[src/rtl/bgp_pkg.sv]
// Shared types, widths and constants of the bilinear gradient pixel core.
package bgp_pkg;
  localparam int DEF_MAX_WIDTH  = 1024;
  localparam int DEF_MAX_HEIGHT = 1024;
  localparam int COORD_W = 10;
  localparam int SIZE_W  = 11;
  localparam int COLOR_W = 24;
  localparam int WGT_W   = 2 * SIZE_W;
  localparam int PROD_W  = WGT_W + 8;
  localparam int NUM_W   = 31;
  localparam int CFG_IDX_W = 3;
  localparam int DIV_STAGES = 8;
  // front stages + divider stages + output reg
  localparam int LATENCY = 4 + DIV_STAGES + 1;

  localparam logic [CFG_IDX_W-1:0] REG_TOP_LEFT     = 3'd0;
  localparam logic [CFG_IDX_W-1:0] REG_TOP_RIGHT    = 3'd1;
  localparam logic [CFG_IDX_W-1:0] REG_BOTTOM_LEFT  = 3'd2;
  localparam logic [CFG_IDX_W-1:0] REG_BOTTOM_RIGHT = 3'd3;
  localparam logic [CFG_IDX_W-1:0] REG_WIDTH        = 3'd4;
  localparam logic [CFG_IDX_W-1:0] REG_HEIGHT       = 3'd5;

  localparam logic [COLOR_W-1:0] RST_TOP_LEFT     = 24'hFF0000;
  localparam logic [COLOR_W-1:0] RST_TOP_RIGHT    = 24'h0000FF;
  localparam logic [COLOR_W-1:0] RST_BOTTOM_LEFT  = 24'hFFFF00;
  localparam logic [COLOR_W-1:0] RST_BOTTOM_RIGHT = 24'h00FF00;
  localparam logic [SIZE_W-1:0]  RST_WIDTH        = 11'd640;
  localparam logic [SIZE_W-1:0]  RST_HEIGHT       = 11'd480;

  typedef struct packed {
    logic [COORD_W-1:0] pixel_x;
    logic [COORD_W-1:0] pixel_y;
  } in_t;

  typedef struct packed {
    logic [7:0] red;
    logic [7:0] green;
    logic [7:0] blue;
    logic       out_of_range;
  } out_t;

  typedef struct packed {
    logic [COLOR_W-1:0] top_left;
    logic [COLOR_W-1:0] top_right;
    logic [COLOR_W-1:0] bottom_left;
    logic [COLOR_W-1:0] bottom_right;
    logic [SIZE_W-1:0]  width;
    logic [SIZE_W-1:0]  height;
  } cfg_t;

  // Divider pipeline payload: per-channel remainder and quotient.
  typedef struct packed {
    logic [2:0][NUM_W-1:0] rem;
    logic [2:0][7:0]       quo;
    logic [WGT_W-1:0]      den;
    logic                  oor;
  } div_t;
endpackage

[src/rtl/bgp_div_stage.sv]
// One restoring-divide stage: settles one quotient bit on all channels.
module bgp_div_stage import bgp_pkg::*; #(
  parameter int SHIFT = 0
) (
  input  logic clk,
  input  logic rst_n,
  input  logic in_vld,
  input  div_t in_div,
  output logic out_vld,
  output div_t out_div
);
  logic vld_r;
  div_t div_r, div_nxt;
  logic [NUM_W-1:0] dsh;

  always_comb begin
    dsh     = NUM_W'(in_div.den) << SHIFT;
    div_nxt = in_div;
    for (int c = 0; c < 3; c++) begin
      if (in_div.rem[c] >= dsh) begin
        div_nxt.rem[c]        = in_div.rem[c] - dsh;
        div_nxt.quo[c][SHIFT] = 1'b1;
      end
    end
  end

  always_ff @(posedge clk) begin
    if (!rst_n) vld_r <= 1'b0;
    else        vld_r <= in_vld;
    div_r <= div_nxt;
  end

  assign out_vld = vld_r;
  assign out_div = div_r;
endmodule

[config.mk]
export PLATFORM = sky130hd
export DESIGN_NAME = bgp_div_stage
export DESIGN_NICKNAME = d
export VERILOG_FILES = /design/src/rtl/bgp_pkg.sv /design/src/rtl/bgp_div_stage.sv
export SDC_FILE = /design/constraint.sdc
export NUM_CORES = 1
export LEC_CHECK = 0
export ABC_AREA = 0
export BUFFER_PORTS_ARGS = -buffer_cell sky130_fd_sc_hd__buf_2
export CAP_MARGIN = 20
export CORE_ASPECT_RATIO = 0.9
export CORE_MARGIN = 5
export CORE_UTILIZATION = 42
export DETAILED_ROUTE_END_ITERATION = 10
export PLACE_DENSITY = 0.78
export SETUP_SLACK_MARGIN = 0.05
export SLEW_MARGIN = 30
export SYNTH_ARGS = -nofsm -noshare
export SYNTH_HDL_FRONTEND = slang
export SYNTH_SLANG_ARGS = --single-unit
[constraint.sdc]
create_clock -name clk -period 3.85 [get_ports clk]
set_input_delay 0.385 -clock clk [delete_from_list [all_inputs] [get_ports clk]]
set_output_delay 0.385 -clock clk [all_outputs]
set_load 0.1 [all_outputs]
=== Word-level counts from Yosys, hierarchy flattened ===
Index checks and enable logic that the tools add are counted.

* Bits of input ports: 143
* Memories: 0
* Logic and storage cells: 21
* Bits in read-only memories: 0
* Bits in latches: 0
* Output and inout port bits: 141
* Register bits: 141
* RAM bits: 0

* Div/mod/pow operators: 0
* Add/sub/neg operators: 3
* $mul: 0
* Reduce and logical (&&, ||, !) cells: 0
* Magnitude comparators: 3
* Shift-type cells: 0
* Bitwise gates (word level): 0
* Mux-type cells: 3
* Equal/unequal tests: 0

{| class="wikitable"
|+ Operator list
! cell !! count
|-
| 31-bit by 22-bit greater-or-equal comparator with 1-bit output || 3
|-
| 31-bit 2-to-1 mux || 3
|-
| 31-bit by 22-bit subtractor with 31-bit output || 3
|}

=== Depth between registers and ports, before layout ===
Gate-level depths: netlist (run 1).

* Depth after elaboration: 2
* Mapped depth: 12
* Depth with buffers taken out: 11

=== Worst setup path after synthesis (run 1) ===
OpenSTA, ideal clock, no wires.

* Path kind: input port to flip-flop
* Start: in in_div[78] (netlist bit)
* End: reg div_r (netlist bit out_div[100])
* Setup slack: 1080 ps
* Buffers on the path: 0
* Stages: 11
* Library setup time: 132 ps
* Arrival: 2638 ps
* Data required time: 3718 ps
* Cells stage by stage: inv_1 ha_1 fa_1 nand2b_1 a21oi_1 o41ai_1 o31ai_1 a31oi_1 o21ai_0 a311oi_1 xor2_1

{| class="wikitable"
|+ RTL lines
! what !! line !! source
|-
| from (decl) || bgp_div_stage.sv:8 || <nowiki>input div_t in_div,</nowiki>
|-
| to (signal assigned) || bgp_div_stage.sv:30 || <nowiki>div_r <= div_nxt;</nowiki>
|-
| to (decl) || bgp_div_stage.sv:13 || <nowiki>div_t div_r, div_nxt;</nowiki>
|}

==> impl_metrics.yaml, run 1 <==
floorplan:
  design.core.area_mm2: 0.01817
  ios: 284
  row_count: 47
  dieHeight_um: 138.4
  die-area_mm2: 0.02113
  die_w_um: 152.7
  start_util_pct: 42.33
cts:
  cts_sinks: 141
  cts_resized: 0
  cts_buffers: 17
  cts_tree: "yes"
  hold_buffers: 0
  cts_max_level: 4
  clk_pin_slew_worst_paths_ns: 0.07
  clk_path_buf_depth: 2
  cts_root_buf: "clkbuf_16"
  post-cts-setup-buffers: 0
routing:
  drcViolationCount: 0
  drt-pass1-iter-count: 5
  drtAntennaViolNets: 0
  routedWlPerCell_um: 17.16
  routed-via-count: 7547
  drt-total-wl_mm: 24.45
  avgViaCountPerCell: 5.296
  drtIter0Drc: 502
global_route:
  grt.overflow.total: 0
  track_usage_pct: 22.43
  antenna_found_initial: 3
  grt_max_degree: 42
  grt_pass1_vias: 7286
  grt_pass1_wl_mm: 38.21
timing:
  period_share_pct: 78.43
  setup_viol: 0
  finalSetupTns_ns: 0
  slew_headroom_pct: 54.18
  hold_viol_final: 0
  slew_viol_final: 0
  min_period_ns: 3.020
  setup_ws_ns: 0.8303
  worst_slew_pin_slew_ns: 0.6700
  max_clock_freq_mhz: 331.2
  rsz0062_at_grt: "false"
cells_and_area:
  fin_cells: 1425
  final_util_pct: 54.47
  final_layout_size_suffix_gt1_share_pct: 29.15
  syn_to_final_growth_pct: 28.68
  fin_nets: 1379
  diodes: 0
  final_cell_area_mm2: 0.009898
placed_design:
  portBuffers: 283
  dpl-instance-area_mm2: 0.009338
  post-place-ws_ns: 0.4480
  place_hpwl_mm: 19.85
  gp_congestion: 0.9308
  place_inst: 1393
power_and_ir_drop:
  ir_drop_mv: 0.3399
  p_per_area_mw_per_mm2: 592.4
  p_leak_nw: 4.580
logic_synthesis:
  ys_ff_latch: 141
  ys_top_cells_by_area: "dfxtp_1, ha_1, a21oi_1"
  ys_warn_count: 0
  syn_area_per_cell_um2: 8.624
  synth.distinct_cells: 68
  synth_flop_cell: "dfxtp_1"
  ys_seq_area_share_pct: 36.69
  syn-instance-count: 892
  synth_top_area_share_pct: 36.69
  syn_area_mm2: 0.007692
  async_flop_share_pct: 0
  synth_edf_count: 0
  synth_nets: 1104
  synth_area_leader_cell: "dfxtp_1"
critical_path:
  path_max_fanout: 5
  crit_path_end_kind: "flop"
  arrival_ns: 3.32
  crit_type: "input pin to flop"
  required_ns: 4.15
  start_kind: "input pin"
min_path:
  hold_depth: 1
  min-delay-start: "in_div[41]"
  min_to: "out_div[41]$_DFF_P_"
  holdCritPathClass: "input pin to flop"
run_status:
  status: "complete, no violations"
job:
  drv_cap: 0
state kept, by name (all words and copies together), names as in the netlist:
register and flops:
out_vld 1, out_div 140
stage by stage:
stage / hold slack, ns / power, mW
after floorplan: 0.4127 / 3.836
after global placement: 0.4875 / 4.311
after detailed placement: 0.4889 / 4.322
after CTS: 0.03531 / 5.905
after global routing: 0.03535 / 6.104
final: 0.05137 / 5.864
cell usage in the layout (no fill, tap or decap), types with 5 or more instances in the layout:
cell,n
buf_2,283
dfxtp_1,141
nand2_1,84
a21oi_1,77
o21ai_0,67
ha_1,66
nor2_1,53
inv_1,46
xnor2_1,42
xor2_1,38
nand3_1,22
nand4_1,18
nand2b_1,17
clkbuf_16,17
a21o_1,14
nor3_1,13
o21a_1,12
a31oi_1,11
or3_1,11
a211oi_1,10
nor4_1,9
o31ai_1,7
o21bai_1,6
o211ai_1,6
nor2b_1,6
inv_6,6
buf_4,6
or4_1,5
or2_2,5
nor3b_1,5
how the worst max path moves through the flow:
stage | from | slack, ns | end | depth (start not counted)
after floorplan | in_div[78] | 1.08 | out_div[100]$_DFF_P_ | 11
after global placement | in_div[1] | 0.58 | out_div[108]$_DFF_P_ | 11
after detailed placement | in_div[1] | 0.45 | out_div[108]$_DFF_P_ | 11
after CTS | in_div[1] | 0.89 | out_div[100]$_DFF_P_ | 11
after global routing | in_div[1] | 0.49 | out_div[100]$_DFF_P_ | 11
final | in_div[1] | 0.83 | out_div[100]$_DFF_P_ | 11
power breakdown:
group / internal [mW] / total, mW / switching, mW / leakage [nW]
combinational: 0.502 / 2.59 / 2.08 / 3.11
sequential: 1.66 / 1.71 / 0.0482 / 1.19
clock: 0.865 / 1.57 / 0.701 / 0.278
total: 3.03 / 5.86 / 2.83 / 4.58
metal layers:
layer	share of wire, %	wire [um]	global-route usage (%)	vias to the layer above
met3	9.9	2418	7.219	44
met1	42	10160	28.30	3400
li1	-	-	-	3744
met4	2.2	529	6.704	6
met2	46	11300	36.81	353
met5	0.17	42	0	-
synthesized netlist by cell type, drive strengths merged (8+ instances only):
cell	number
a211oi	10
a21o	14
a21oi	80
a31oi	11
clkbuf	28
dfxtp	141
ha	66
inv	46
nand2	85
nand2b	17
nand3	22
nand4	18
nor2	53
nor3	13
nor4	9
o21a	12
o21ai	69
or2	8
or3	11
xnor2	42
xor2	38
cells by family (layout without fill, tap and decap cells):
group           after synthesis  in the layout  synth area share [%]
buf+inv                      79            367                 3.985
xor+xnor                     80             80                 9.109
flops                       141            141                 36.69
simple gates                265            265                 17.03
compound gates              252            252                 20.82
mux                           6              6                0.8458
fa+ha+maj                    69             69                 11.52
worst max-delay path: stages:
cell	delay, ns
buf_2	0.15
ha_1	0.23
fa_1	0.41
nand2b_1	0.19
a21oi_1	0.23
o41ai_1	0.14
o31ai_1	0.40
a31oi_1	0.25
o21ai_0	0.56
a311oi_1	0.21
xor2_1	0.17
layout make-up:
class / count / area (um2)
inverters: 46 / 172.7
flip-flops and latches: 141 / 2823
clock buffers: 18 / 439.2
fillers: 1708 / 8273
multi-input cells: 672 / 4574
repair buffers: 289 / 1461
clock inverters: 14 / 121.4
well taps: 245 / 306.5
Note: power is estimated with default switching activity, not from simulation.
==> run 2: changes to the inputs <==
PLACE_DENSITY = 0.8   (was 0.78)
clock period = 2.49 ns   (was 3.85 ns; I/O delays follow)
==> run 2 against run 1 <==
  * Total power is 70% higher
  * Setup slack worse by 0.78 ns
  * Design area is 23% higher
  * Sequential power is 56% higher
  * Routed wire length is 17% higher
  * Clock-buffer cell count is 1 lower
  * Non-clock buffer count is 242 higher
  * Highest routed layer unchanged
  * First-iteration DRC count is 3.4% lower
  * Clock power is 79% higher
==> impl_metrics.yaml, run 2 (synthesis gave the netlist of run 1 again) <==
critical_path:
  required_ns: 2.85
  crit_path_end_kind: "flop"
  crit_type: "input pin to flop"
  arrival_ns: 2.80
  start_kind: "input pin"
  path_max_fanout: 8
global_route:
  track_usage_pct: 25.26
  busiest_layer: "met2"
  grt.overflow.total: 0
  grt_util_met1_pct: 30.79
  grt_pass1_vias: 8528
  grt_max_degree: 38
  antenna_found_initial: 7
  use_met2_pct: 41.84
  grt_pass1_wl_mm: 43.01
  gr-usage-met3_pct: 7.719
timing:
  hold_viol_final: 0
  finalSetupTns_ns: 0
  holdWs_ns: 0.01709
  min_period_ns: 2.443
  max_clock_freq_mhz: 409.4
  slew_headroom_pct: 64.43
  slew_viol_final: 0
  setup_viol: 0
  rsz0062_at_grt: "true"
  worst_slew_pin_slew_ns: 0.5372
  setup_ws_ns: 0.04722
  period_share_pct: 98.10
routing:
  drt-pass1-iter-count: 5
  drtAntennaViolNets: 0
  drtIter0Drc: 485
  routedWlPerCell_um: 17.07
  drcViolationCount: 0
  drt-total-wl_mm: 28.56
  routed-via-count: 8617
  avgViaCountPerCell: 5.151
placed_design:
  post-place-ws_ns: -0.4128
  portBuffers: 283
  place_inst: 1588
  place_hpwl_mm: 22.17
  gp_congestion: 0.9841
cts:
  clk_pin_slew_worst_paths_ns: 0.07
  cts_max_level: 4
  cts_tree: "yes"
  cts_root_buf: "clkbuf_16"
  cts_buffers: 17
  clk_path_buf_depth: 2
  cts_sinks: 141
min_path:
  hold_depth: 2
  min-delay-start: "in_vld"
  min_to: "out_vld$_SDFF_PN0_"
  holdCritPathClass: "input pin to flop"
run_status:
  status: "complete, no violations"
cells_and_area:
  largest_register_ffs: 140
  fin_cells: 1673
  final_cell_mix: "buf_2, buf_4, dfxtp_1"
  syn_to_final_growth_pct: 58.28
  fill_cells: 1476
  final_layout_size_suffix_gt1_share_pct: 40.23
  fin_nets: 1621
  final_common_cell: "buf_2"
power_and_ir_drop:
  p_leak_nw: 5.791
  power.total_mw: 9.977
  ir_drop_mv: 0.5014
  p_per_area_mw_per_mm2: 819.5
floorplan:
  die_w_um: 152.7
  start_util_pct: 42.33
  design.core.area_mm2: 0.01817
  ios: 284
  row_count: 47
  dieHeight_um: 138.4
  die-area_mm2: 0.02113
job:
  drv_cap: 0
## run 2: cell count changes in the layout (fill, tap and decap cells not counted), moves of 3 or more
cell | before | now
buf_4 | 6 | 200
dlygate4sd3_1 | 0 | 42
ha_1 | 66 | 58
ha_4 | 0 | 7
a21oi_2 | 2 | 8
buf_12 | 0 | 6
diode_2 | 0 | 6
a21oi_1 | 77 | 72
bufinv_16 | 0 | 3
o21ai_0 | 67 | 64
## run 2: through the flow
stage                     utilization, %  cell area [um2]
after floorplan                        -             7749
after global placement             60.04            10910
after detailed placement           60.04            10910
after CTS                          65.93            11980
after global routing               66.99            12170
final                              67.00            12180
## run 2: layout make-up
type	instances	area, um2	area share, %
Antenna cell	6	15.01	0.1233
Clock buffer	17	425.4	3.494
Clock inverter	15	220.2	1.809
Inverter	46	180.2	1.480
Multi-Input combinational cell	672	4747	38.99
Sequential cell	141	2823	23.18
Tap cell	245	306.5	2.518
Timing Repair Buffer	531	3458	28.40
## run 2: worst max-delay path: stages
cell       delay [ns]
buf_2            0.11
inv_1            0.29
ha_2             0.40
a21oi_1          0.31
nand3b_1         0.20
a21oi_1          0.10
a2111oi_0        0.38
buf_4            0.19
o21ai_0          0.06
nor4_1           0.21
buf_4            0.16
xor2_1           0.14
## run 2: power breakdown
part           internal [mW]  leakage (nW)  switching [mW]  total [mW]
logic                   1.15          4.29            3.36        4.51
clock network           1.64         0.317            1.17        2.81
registers               2.57          1.19          0.0904        2.66
total                   5.36          5.79            4.62        9.98
## run 2: repair_timing
action                                  CTS  global route
resized for setup                         1            27
pin swaps                                 0             5
hold endpoints to repair                 42             0
buffers inserted                          0             5
endpoints found under the setup margin    2            25
hold buffers                             42             0
cloned                                    0             0
## run 2: how the worst max path moves through the flow
stage | startpoint | end | slack, ns
3_3_place_gp | in_div[109] | out_div[135]$_DFF_P_ | -0.32
6_report | in_div[14] | out_div[137]$_DFF_P_ | 0.05
5_1_grt | in_div[12] | out_div[103]$_DFF_P_ | -0.04
3_5_place_dp | in_div[109] | out_div[139]$_DFF_P_ | -0.41
2_1_floorplan | in_div[78] | out_div[100]$_DFF_P_ | 0.04
4_1_cts | in_div[15] | out_div[138]$_DFF_P_ | 0.08
## run 2: routing by layer
| metal | part of all wire [%] | routed length [um] | up-vias |
|---|---|---|---|
| li1 | - | - | 4243 |
| met1 | 42 | 12060 | 3928 |
| met2 | 46 | 13240 | 372 |
| met3 | 8.1 | 2314 | 70 |
| met4 | 3.2 | 928 | 4 |
| met5 | 0.074 | 21 | - |
